**src/hdl/aoi_pkg.sv**
```systemverilog
// ----------------------------------------------------------------------------
// aoi_pkg
// Types, constants and codes shared by the area-of-interest table modules.
// ----------------------------------------------------------------------------
package aoi_pkg;

  localparam int ENTRIES     = 32;
  localparam int MAX_RESULTS = 32;
  localparam int CNT_W       = $clog2(ENTRIES + 1);
  localparam int ADDR_W      = $clog2(ENTRIES);
  localparam int N_W         = $clog2(MAX_RESULTS + 1);
  localparam int BS_W        = 15;

  typedef enum logic [1:0] {
    OP_ADD    = 2'd0,
    OP_UPDATE = 2'd1,
    OP_REMOVE = 2'd2,
    OP_FIND   = 2'd3
  } op_t;

  typedef enum logic [1:0] {
    KIND_DONE   = 2'd0,
    KIND_MATCH  = 2'd1,
    KIND_ABSENT = 2'd2,
    KIND_FULL   = 2'd3
  } kind_t;

  typedef struct packed {
    op_t                op;
    logic        [15:0] entity_id;
    logic signed [15:0] pos_x;
    logic signed [15:0] pos_y;
  } in_item_t;

  typedef struct packed {
    kind_t       kind;
    logic [15:0] match_id;
    logic        last;
  } out_item_t;

  typedef struct packed {
    logic        [15:0] id;
    logic signed [15:0] x;
    logic signed [15:0] y;
  } entry_t;

  typedef enum logic [3:0] {
    ST_IDLE,
    ST_LOC_RD,
    ST_LOC_CHK,
    ST_DEL_RD,
    ST_DEL_WR,
    ST_INS_RD,
    ST_INS_CHK,
    ST_SHF_RD,
    ST_SHF_WR,
    ST_FND_RD,
    ST_FND_CHK,
    ST_FND_END,
    ST_RESP_DONE,
    ST_RESP_ABSENT,
    ST_RESP_FULL
  } state_t;

  typedef enum logic [1:0] {
    RD_IDX,
    RD_NEXT,
    RD_PREV
  } rd_sel_t;

  typedef struct packed {
    logic    take;
    logic    idx_clr;
    logic    idx_inc;
    logic    idx_dec;
    logic    idx_end;
    logic    pos_idx;
    logic    pos_end;
    logic    center;
    logic    rd;
    rd_sel_t rd_sel;
    logic    wr_shift;
    logic    wr_new;
    logic    cnt_inc;
    logic    cnt_dec;
    logic    pend_load;
    logic    push_pend;
    logic    push_last;
    logic    push_resp;
    kind_t   resp_kind;
  } cmd_t;

  typedef struct packed {
    op_t  op;
    logic full;
    logic idx_ge_cnt;
    logic idx1_ge_cnt;
    logic idx_eq_pos;
    logic id_match;
    logic x_gt_new;
    logic x_gt_maxx;
    logic in_win;
    logic n_max;
    logic pend_vld;
    logic out_free;
  } stat_t;

endpackage

```
**src/hdl/aoi_ctrl.sv**
```systemverilog
// ----------------------------------------------------------------------------
// aoi_ctrl
// Sequencer for the table operations: locate, delete, insert and find scans.
// ----------------------------------------------------------------------------
module aoi_ctrl (
  input  logic           clk,
  input  logic           rst_n,
  input  logic           in_valid,
  input  aoi_pkg::op_t   in_op,
  input  aoi_pkg::stat_t stat,
  output logic           in_ready,
  output aoi_pkg::cmd_t  cmd
);

  aoi_pkg::state_t state_r, state_nxt;

  always_ff @(posedge clk) begin
    if (!rst_n) begin
      state_r <= aoi_pkg::ST_IDLE;
    end else begin
      state_r <= state_nxt;
    end
  end

  always_comb begin
    state_nxt = state_r;
    unique case (state_r)
      aoi_pkg::ST_IDLE: begin
        if (in_valid) begin
          if (in_op == aoi_pkg::OP_ADD) begin
            state_nxt = stat.full ? aoi_pkg::ST_RESP_FULL : aoi_pkg::ST_INS_RD;
          end else begin
            state_nxt = aoi_pkg::ST_LOC_RD;
          end
        end
      end
      aoi_pkg::ST_LOC_RD: begin
        if (stat.idx_ge_cnt) begin
          if (stat.op == aoi_pkg::OP_UPDATE) begin
            state_nxt = stat.full ? aoi_pkg::ST_RESP_FULL : aoi_pkg::ST_INS_RD;
          end else begin
            state_nxt = aoi_pkg::ST_RESP_ABSENT;
          end
        end else begin
          state_nxt = aoi_pkg::ST_LOC_CHK;
        end
      end
      aoi_pkg::ST_LOC_CHK: begin
        if (stat.id_match) begin
          state_nxt = (stat.op == aoi_pkg::OP_FIND) ? aoi_pkg::ST_FND_RD
                                                    : aoi_pkg::ST_DEL_RD;
        end else begin
          state_nxt = aoi_pkg::ST_LOC_RD;
        end
      end
      aoi_pkg::ST_DEL_RD: begin
        if (stat.idx1_ge_cnt) begin
          state_nxt = (stat.op == aoi_pkg::OP_UPDATE) ? aoi_pkg::ST_INS_RD
                                                      : aoi_pkg::ST_RESP_DONE;
        end else begin
          state_nxt = aoi_pkg::ST_DEL_WR;
        end
      end
      aoi_pkg::ST_DEL_WR:  state_nxt = aoi_pkg::ST_DEL_RD;
      aoi_pkg::ST_INS_RD: begin
        state_nxt = stat.idx_ge_cnt ? aoi_pkg::ST_SHF_RD : aoi_pkg::ST_INS_CHK;
      end
      aoi_pkg::ST_INS_CHK: begin
        state_nxt = stat.x_gt_new ? aoi_pkg::ST_SHF_RD : aoi_pkg::ST_INS_RD;
      end
      aoi_pkg::ST_SHF_RD: begin
        state_nxt = stat.idx_eq_pos ? aoi_pkg::ST_RESP_DONE : aoi_pkg::ST_SHF_WR;
      end
      aoi_pkg::ST_SHF_WR:  state_nxt = aoi_pkg::ST_SHF_RD;
      aoi_pkg::ST_FND_RD: begin
        state_nxt = (stat.idx_ge_cnt || stat.n_max) ? aoi_pkg::ST_FND_END
                                                     : aoi_pkg::ST_FND_CHK;
      end
      aoi_pkg::ST_FND_CHK: begin
        if (stat.x_gt_maxx) begin
          state_nxt = aoi_pkg::ST_FND_END;
        end else if (!stat.in_win || !stat.pend_vld || stat.out_free) begin
          state_nxt = aoi_pkg::ST_FND_RD;
        end
      end
      aoi_pkg::ST_FND_END,
      aoi_pkg::ST_RESP_DONE,
      aoi_pkg::ST_RESP_ABSENT,
      aoi_pkg::ST_RESP_FULL: begin
        if (stat.out_free) state_nxt = aoi_pkg::ST_IDLE;
      end
      default: state_nxt = aoi_pkg::ST_IDLE;
    endcase
  end

  always_comb begin
    cmd       = '0;
    cmd.rd_sel    = aoi_pkg::RD_IDX;
    cmd.resp_kind = aoi_pkg::KIND_DONE;
    in_ready  = 1'b0;
    unique case (state_r)
      aoi_pkg::ST_IDLE: begin
        in_ready = 1'b1;
        cmd.take = in_valid;
      end
      aoi_pkg::ST_LOC_RD: begin
        if (stat.idx_ge_cnt) begin
          cmd.idx_clr = 1'b1;
        end else begin
          cmd.rd = 1'b1;
        end
      end
      aoi_pkg::ST_LOC_CHK: begin
        if (stat.id_match) begin
          cmd.pos_idx = 1'b1;
          cmd.center  = 1'b1;
          cmd.idx_clr = (stat.op == aoi_pkg::OP_FIND);
        end else begin
          cmd.idx_inc = 1'b1;
        end
      end
      aoi_pkg::ST_DEL_RD: begin
        if (stat.idx1_ge_cnt) begin
          cmd.cnt_dec = 1'b1;
          cmd.idx_clr = 1'b1;
        end else begin
          cmd.rd     = 1'b1;
          cmd.rd_sel = aoi_pkg::RD_NEXT;
        end
      end
      aoi_pkg::ST_DEL_WR: begin
        cmd.wr_shift = 1'b1;
        cmd.idx_inc  = 1'b1;
      end
      aoi_pkg::ST_INS_RD: begin
        if (stat.idx_ge_cnt) begin
          cmd.pos_end = 1'b1;
          cmd.idx_end = 1'b1;
        end else begin
          cmd.rd = 1'b1;
        end
      end
      aoi_pkg::ST_INS_CHK: begin
        if (stat.x_gt_new) begin
          cmd.pos_idx = 1'b1;
          cmd.idx_end = 1'b1;
        end else begin
          cmd.idx_inc = 1'b1;
        end
      end
      aoi_pkg::ST_SHF_RD: begin
        if (stat.idx_eq_pos) begin
          cmd.wr_new  = 1'b1;
          cmd.cnt_inc = 1'b1;
        end else begin
          cmd.rd     = 1'b1;
          cmd.rd_sel = aoi_pkg::RD_PREV;
        end
      end
      aoi_pkg::ST_SHF_WR: begin
        cmd.wr_shift = 1'b1;
        cmd.idx_dec  = 1'b1;
      end
      aoi_pkg::ST_FND_RD: begin
        cmd.rd = !(stat.idx_ge_cnt || stat.n_max);
      end
      aoi_pkg::ST_FND_CHK: begin
        if (!stat.x_gt_maxx) begin
          if (!stat.in_win) begin
            cmd.idx_inc = 1'b1;
          end else if (!stat.pend_vld) begin
            cmd.pend_load = 1'b1;
            cmd.idx_inc   = 1'b1;
          end else if (stat.out_free) begin
            cmd.push_pend = 1'b1;
            cmd.pend_load = 1'b1;
            cmd.idx_inc   = 1'b1;
          end
        end
      end
      aoi_pkg::ST_FND_END: begin
        cmd.push_pend = stat.out_free;
        cmd.push_last = 1'b1;
      end
      aoi_pkg::ST_RESP_DONE: begin
        cmd.push_resp = stat.out_free;
        cmd.resp_kind = aoi_pkg::KIND_DONE;
      end
      aoi_pkg::ST_RESP_ABSENT: begin
        cmd.push_resp = stat.out_free;
        cmd.resp_kind = aoi_pkg::KIND_ABSENT;
      end
      aoi_pkg::ST_RESP_FULL: begin
        cmd.push_resp = stat.out_free;
        cmd.resp_kind = aoi_pkg::KIND_FULL;
      end
      default: begin
        in_ready = 1'b0;
      end
    endcase
  end

endmodule

```
**src/hdl/aoi_dp.sv**
```systemverilog
// ----------------------------------------------------------------------------
// aoi_dp
// Entry memory, scan index, window compare and the result register.
// ----------------------------------------------------------------------------
module aoi_dp (
  input  logic                       clk,
  input  logic                       rst_n,
  input  aoi_pkg::in_item_t          in_data,
  input  logic [aoi_pkg::BS_W-1:0]   block_size,
  input  aoi_pkg::cmd_t              cmd,
  input  logic                       out_ready,
  output aoi_pkg::stat_t             stat,
  output logic                       out_valid,
  output aoi_pkg::out_item_t         out_data
);

  aoi_pkg::entry_t                 mem [aoi_pkg::ENTRIES];
  aoi_pkg::entry_t                 rdata_r;
  aoi_pkg::in_item_t               req_r;
  logic [aoi_pkg::CNT_W-1:0]       cnt_r, cnt_nxt;
  logic [aoi_pkg::CNT_W-1:0]       idx_r, idx_nxt;
  logic [aoi_pkg::CNT_W-1:0]       pos_r;
  logic [aoi_pkg::N_W-1:0]         n_r;
  logic signed [15:0]              cx_r, cy_r;
  logic [15:0]                     pend_id_r;
  logic                            pend_vld_r;
  logic                            out_valid_r;
  aoi_pkg::out_item_t              out_data_r;

  logic [aoi_pkg::CNT_W-1:0]       idx_p1, idx_m1, rd_idx;
  logic [aoi_pkg::ADDR_W-1:0]      raddr, waddr;
  aoi_pkg::entry_t                 wdata;
  logic                            wr_en;
  logic signed [17:0]              dx, dy, bs_s;
  logic                            out_free;

  assign idx_p1 = idx_r + 1'b1;
  assign idx_m1 = idx_r - 1'b1;

  always_comb begin
    case (cmd.rd_sel)
      aoi_pkg::RD_NEXT: rd_idx = idx_p1;
      aoi_pkg::RD_PREV: rd_idx = idx_m1;
      default:          rd_idx = idx_r;
    endcase
  end

  assign raddr = rd_idx[aoi_pkg::ADDR_W-1:0];
  assign waddr = cmd.wr_new ? pos_r[aoi_pkg::ADDR_W-1:0] : idx_r[aoi_pkg::ADDR_W-1:0];
  assign wr_en = cmd.wr_shift | cmd.wr_new;
  assign wdata = cmd.wr_new ? aoi_pkg::entry_t'{req_r.entity_id, req_r.pos_x, req_r.pos_y}
                            : rdata_r;

  always_ff @(posedge clk) begin
    if (wr_en) mem[waddr] <= wdata;
  end

  always_ff @(posedge clk) begin
    if (cmd.rd) rdata_r <= mem[raddr];
  end

  always_comb begin
    idx_nxt = idx_r;
    if (cmd.take || cmd.idx_clr) idx_nxt = '0;
    else if (cmd.idx_end)        idx_nxt = cnt_r;
    else if (cmd.idx_inc)        idx_nxt = idx_p1;
    else if (cmd.idx_dec)        idx_nxt = idx_m1;
  end

  always_comb begin
    cnt_nxt = cnt_r;
    if (cmd.cnt_inc)      cnt_nxt = cnt_r + 1'b1;
    else if (cmd.cnt_dec) cnt_nxt = cnt_r - 1'b1;
  end

  assign out_free = !out_valid_r || out_ready;

  always_ff @(posedge clk) begin
    if (!rst_n) begin
      cnt_r       <= '0;
      idx_r       <= '0;
      n_r         <= '0;
      pend_vld_r  <= 1'b0;
      out_valid_r <= 1'b0;
    end else begin
      cnt_r <= cnt_nxt;
      idx_r <= idx_nxt;
      if (cmd.take)           n_r <= '0;
      else if (cmd.pend_load) n_r <= n_r + 1'b1;
      if (cmd.take)           pend_vld_r <= 1'b0;
      else if (cmd.pend_load) pend_vld_r <= 1'b1;
      if (cmd.push_pend || cmd.push_resp) out_valid_r <= 1'b1;
      else if (out_ready)                 out_valid_r <= 1'b0;
    end
  end

  always_ff @(posedge clk) begin
    if (cmd.take)      req_r <= in_data;
    if (cmd.pos_idx)   pos_r <= idx_r;
    else if (cmd.pos_end) pos_r <= cnt_r;
    if (cmd.center) begin
      cx_r <= rdata_r.x;
      cy_r <= rdata_r.y;
    end
    if (cmd.pend_load) pend_id_r <= rdata_r.id;
    if (cmd.push_pend) begin
      out_data_r <= aoi_pkg::out_item_t'{aoi_pkg::KIND_MATCH, pend_id_r, cmd.push_last};
    end else if (cmd.push_resp) begin
      out_data_r <= aoi_pkg::out_item_t'{cmd.resp_kind, 16'd0, 1'b1};
    end
  end

  // Offsets from the center in 18 bits never wrap.
  assign dx   = 18'(rdata_r.x) - 18'(cx_r);
  assign dy   = 18'(rdata_r.y) - 18'(cy_r);
  assign bs_s = signed'({3'b000, block_size});

  always_comb begin
    stat.op          = req_r.op;
    stat.full        = (cnt_r == aoi_pkg::CNT_W'(aoi_pkg::ENTRIES));
    stat.idx_ge_cnt  = (idx_r >= cnt_r);
    stat.idx1_ge_cnt = (idx_p1 >= cnt_r);
    stat.idx_eq_pos  = (idx_r == pos_r);
    stat.id_match    = (rdata_r.id == req_r.entity_id);
    stat.x_gt_new    = (rdata_r.x > req_r.pos_x);
    stat.x_gt_maxx   = (dx > bs_s);
    stat.in_win      = (dx >= -bs_s) && (dy >= -bs_s) && (dy <= bs_s);
    stat.n_max       = (n_r == aoi_pkg::N_W'(aoi_pkg::MAX_RESULTS));
    stat.pend_vld    = pend_vld_r;
    stat.out_free    = out_free;
  end

  assign out_valid = out_valid_r;
  assign out_data  = out_data_r;

endmodule

```
**src/hdl/area_of_interest_table.sv**
```systemverilog
// ----------------------------------------------------------------------------
// area_of_interest_table
// Table of entities sorted by x with add, update, remove and window search.
// ----------------------------------------------------------------------------
//
//   channel   handshake                    payload
//   in        in_valid / in_ready          in_data  (op, entity_id, pos_x, pos_y)
//   out       out_valid / out_ready        out_data (kind, match_id, last)
//   cfg       psel penable pwrite pready   paddr, pwdata, prdata (block_size)
//
// Requests: one request at a time. Every scan or shift step over the entry
// memory is a registered read, then a compare or a write back.
// Reset: the fill count clears, so no clearing pass runs; block_size is 0.
// Stalls: a full result register holds the find scan at the next match and
// holds the closing result; a new request is taken while a result waits.
//
module area_of_interest_table (
  input  logic                clk,
  input  logic                rst_n,
  input  logic                in_valid,
  output logic                in_ready,
  input  aoi_pkg::in_item_t   in_data,
  output logic                out_valid,
  input  logic                out_ready,
  output aoi_pkg::out_item_t  out_data,
  input  logic                psel,
  input  logic                penable,
  input  logic                pwrite,
  input  logic [2:0]          paddr,
  input  logic [31:0]         pwdata,
  output logic [31:0]         prdata,
  output logic                pready
);

  logic [aoi_pkg::BS_W-1:0] block_size_r;
  aoi_pkg::cmd_t            cmd;
  aoi_pkg::stat_t           stat;

  // Register block: block_size lies at byte address 0, word index in paddr[2].
  assign pready = 1'b1;

  always_ff @(posedge clk) begin
    if (!rst_n) begin
      block_size_r <= '0;
    end else if (psel && penable && pwrite && !paddr[2]) begin
      block_size_r <= pwdata[aoi_pkg::BS_W-1:0];
    end
  end

  // Read back the register; other addresses read zero.
  assign prdata = (paddr == 3'd0) ? {{(32 - aoi_pkg::BS_W){1'b0}}, block_size_r} : 32'd0;

  // Sequencer: walks the table and issues memory and result commands.
  aoi_ctrl u_ctrl (
    .clk      (clk),
    .rst_n    (rst_n),
    .in_valid (in_valid),
    .in_op    (in_data.op),
    .stat     (stat),
    .in_ready (in_ready),
    .cmd      (cmd)
  );

  // Datapath: entry memory, index and count, window test, result register.
  aoi_dp u_dp (
    .clk        (clk),
    .rst_n      (rst_n),
    .in_data    (in_data),
    .block_size (block_size_r),
    .cmd        (cmd),
    .out_ready  (out_ready),
    .stat       (stat),
    .out_valid  (out_valid),
    .out_data   (out_data)
  );

endmodule

```
**config.mk**
```make
export PLATFORM = sky130hd
export DESIGN_NAME = area_of_interest_table
export DESIGN_NICKNAME = d
export VERILOG_FILES = /design/src/hdl/aoi_pkg.sv /design/src/hdl/aoi_ctrl.sv /design/src/hdl/aoi_dp.sv /design/src/hdl/area_of_interest_table.sv
export SDC_FILE = /design/constraint.sdc
export NUM_CORES = 2
export LEC_CHECK = 0
export BUFFER_PORTS_ARGS = -buffer_cell sky130_fd_sc_hd__buf_2
export CAP_MARGIN = 20
export CORE_MARGIN = 3
export CORE_UTILIZATION = 45
export CTS_BUF_LIST = sky130_fd_sc_hd__clkbuf_4 sky130_fd_sc_hd__clkbuf_8 sky130_fd_sc_hd__clkbuf_16
export DETAILED_ROUTE_END_ITERATION = 6
export PLACE_DENSITY_LB_ADDON = 0.05
export SLEW_MARGIN = 20
export SYNTH_ARGS = -nofsm -noshare
export SYNTH_HDL_FRONTEND = slang
export SYNTH_SLANG_ARGS = --single-unit
```
**constraint.sdc**
```tcl
create_clock -name clk -period 24 [get_ports clk]
set_input_delay 4.8 -clock clk [delete_from_list [all_inputs] [get_ports clk]]
set_output_delay 4.8 -clock clk [all_outputs]
set_load 0.02 [all_outputs]
```
==> impl_metrics.py <==
metrics = {
    "route": {
        "wl_met3_microns": 12700,
        "drtIter0Drc": 3877,
        "drt-met1-wl_microns": 86600,
        "vias": 38195,
        "ant_nets": 0,
        "firstDrtPassIters": 5,
        "routed_wl_microns": 197000,
        "viasPerCell": 5.86,
        "met2_length_microns": 93100,
        "drc_errors": 0,
        "top_layer": "met5",
        "wl_per_cell_microns": 30.2,
    },
    "final_layout": {
        "drive_gt1_frac": 0.219,
        "seqCellArea_sq_um": 52000,
        "n_fill_cell": 12935,
        "multiInputGateArea_sq_um": 19000,
        "fin_cells": 6520,
        "nNetsFinal": 4541,
        "syn_to_final_growth_pct": 13.0,
        "mostFrequentLayoutCells": "edfxtp_1, mux4_2, nor2_1, nand2_1, clkbuf_16",
        "final_common_cell": "edfxtp_1",
    },
    "floorplanning": {
        "rows": 146,
        "die_w_microns": 406,
        "core_area_sq_um": 159000,
        "dieHeight_microns": 406,
        "start_util": 0.453,
        "die-area_sq_um": 165000,
        "boundaryPins": 146,
    },
    "yosys": {
        "yosysSeqAreaShare": 0.724,
        "synth_cells": 4119,
        "synthDistinctLibCells": 77,
        "synthFlopType": "edfxtp_1",
        "syn_area_per_cell_sq_um": 17.5,
        "synthDominantCellAreaShare": 0.712,
        "async_flop_share": 0,
        "synth_area_leader_cell": "edfxtp_1",
        "ys_seq_elements": 1746,
        "syn_area_sq_um": 71900,
        "synth.area.top_cells": "edfxtp_1, mux4_2, ha_1",
        "yosys_warnings": 0,
        "synth_edf_count": 1705,
    },
    "placement": {
        "io_buffers": 110,
        "place_congestion": 0.830,
        "hpwl_microns": 105000,
        "dp_cells": 6195,
    },
    "status": {
        "status": "finished clean",
    },
    "min_path": {
        "hp-class": "flop to flop",
        "holdPathStages": 2,
        "hold_path_startpoint": "block_size_r[13]$_SDFFE_PN0P_",
        "holdPathEnd": "block_size_r[13]$_SDFFE_PN0P_",
    },
    "clocking": {
        "cts_tree": "done",
        "cts_max_level": 4,
        "cts_resized": 0,
        "cts_sinks": 1746,
        "clk_latency_ns": 0.81,
        "clk_path_buf_depth": 3,
        "post-cts-setup-buffers": 0,
        "clk_pin_slew_ns": 0.06,
        "numCtsBuffers": 185,
        "holdBufCountCts": 0,
        "root_buffer": "clkbuf_16",
    },
    "power_and_ir_drop": {
        "power.density_nw_per_um2": 113,
        "p_leak_nw": 26.1,
        "vdd_drop_max_uv": 96.5,
    },
    "setup_path": {
        "cp.arrival_ns": 5.87,
        "end_kind": "primary output",
        "reg2reg_from": "u_dp.idx_r[2]$_SDFFE_PP0P_",
        "startpoint": "paddr[1]",
        "timing.rr.end": "u_dp.rdata_r[17]$_DFFE_PP_",
        "startpoint_type": "primary input",
        "r2r_slack_ns": 16.79,
        "r2r_cells": 16,
        "required_ns": 19.20,
        "cp_max_fo": 15,
        "criticalPathCategory": "primary input to primary output",
    },
    "timing": {
        "period_minus_slack_ns": 10.67,
        "worstMarginPinSlew_ns": 1.16,
        "setup_tns_ns": 0,
        "drv_slew": 0,
        "fmax_mhz": 93.7,
        "setup_violations": 0,
        "grt_setup_unrepaired": "no",
        "finalHoldViolations": 0,
        "slew_headroom": 0.227,
        "final.period_utilization": 0.444,
        "skew_ns": 0.0237,
    },
    "global_route": {
        "grt_pass1_wl_microns": 280000,
        "first_global_vias": 38160,
        "grtUsageTotal": 0.241,
        "antenna_found_initial": 8,
        "grt_max_degree": 145,
        "grt_overflow": 0,
    },
    "job": {
        "cap_violations": 0,
    },
}
[worst max path at each step]
stage	end	slack, ns	cells past startpoint
after floorplan	prdata[10]	13.60	3
after global placement	prdata[4]	12.97	4
after detailed placement	prdata[1]	12.89	4
after CTS	prdata[1]	12.89	4
after global routing	prdata[7]	13.19	4
final	prdata[1]	13.33	4
[metrics by stage]
step / hold WS (ns) / util / total power, mW / area [sq um] / worst slack [ns]
2_1_floorplan: 0.426 / - / 5.63 / 72000 / 13.60
3_3_place_gp: 0.459 / 0.474 / 6.44 / 75200 / 12.97
3_5_place_dp: 0.463 / 0.475 / 6.45 / 75300 / 12.89
4_1_cts: 0.478 / 0.512 / 9.26 / 81200 / 12.89
5_1_grt: 0.494 / 0.512 / 9.62 / 81200 / 13.19
6_report: 0.476 / 0.512 / 9.18 / 81200 / 13.33
[cells by family (layout without fill, tap and decap cells)]
kind of cell | after synthesis | count (layout) | share of synthesized area
compound gates | 409 | 409 | 0.0356
xor+xnor | 68 | 68 | 0.00828
mux | 440 | 440 | 0.129
simple gates | 997 | 997 | 0.0609
buf+inv | 319 | 630 | 0.0184
flops | 1746 | 1746 | 0.724
other cells | 2 | 20 | 0.000104
fa+ha+maj | 138 | 138 | 0.0243
[registers in the layout (all words and copies together), names as in the netlist, 6 cells and up]
register / count
u_dp.rdata_r: 48
u_dp.cx_r: 16
block_size_r: 15
u_dp.idx_r: 6
u_dp.mem: 1536
u_dp.req_r: 48
u_dp.pos_r: 6
u_dp.out_data: 19
u_dp.pend_id_r: 16
u_dp.cnt_r: 6
u_dp.n_r: 6
u_dp.cy_r: 16
[worst max-delay path: stages]
cell and delay [ns]:
buf_2 0.10, nor3_2 0.58, and2_1 0.22, buf_2 0.16
[layout make-up]
type,instances,share of cell area
multi-input cells,2070,0.233
diodes,2,0.0000616
well taps,2072,0.0319
clock inverters,93,0.0108
repair buffers,197,0.0161
inverters,111,0.00514
flip-flops and latches,1746,0.640
clock buffers,229,0.0621
[metal layers]
layer  vias to the layer above  global-route usage
li1                      16575                   -
met1                     20187               0.349
met2                      1193               0.380
met3                       236              0.0472
met4                         4              0.0608
met5                         -                   0
[where the power goes]
group | internal [mW] | leakage, nW | switching (mW)
clock network | 1.64 | 2.95 | 1.17
logic | 0.859 | 7.43 | 1.56
registers | 3.82 | 15.7 | 0.126
[synth_stat cells, types with 19 or more instances]
| cell | number |
|---|---|
| edfxtp_1 | 1705 |
| nor2_1 | 392 |
| mux4_2 | 384 |
| nand2_1 | 299 |
| ha_1 | 135 |
| clkbuf_1 | 129 |
| nand3_1 | 128 |
| inv_1 | 111 |
| a21oi_1 | 91 |
| o21ai_0 | 86 |
| o21ai_1 | 65 |
| o211ai_1 | 56 |
| mux2_2 | 45 |
| dfxtp_1 | 41 |
| buf_2 | 40 |
| nor3_1 | 36 |
| and2_1 | 34 |
| xnor2_1 | 34 |
| xor2_1 | 34 |
| nand4_1 | 24 |
| nand2b_1 | 21 |
| buf_4 | 20 |
| buf_1 | 19 |
Power figures use the tool's default switching activity.
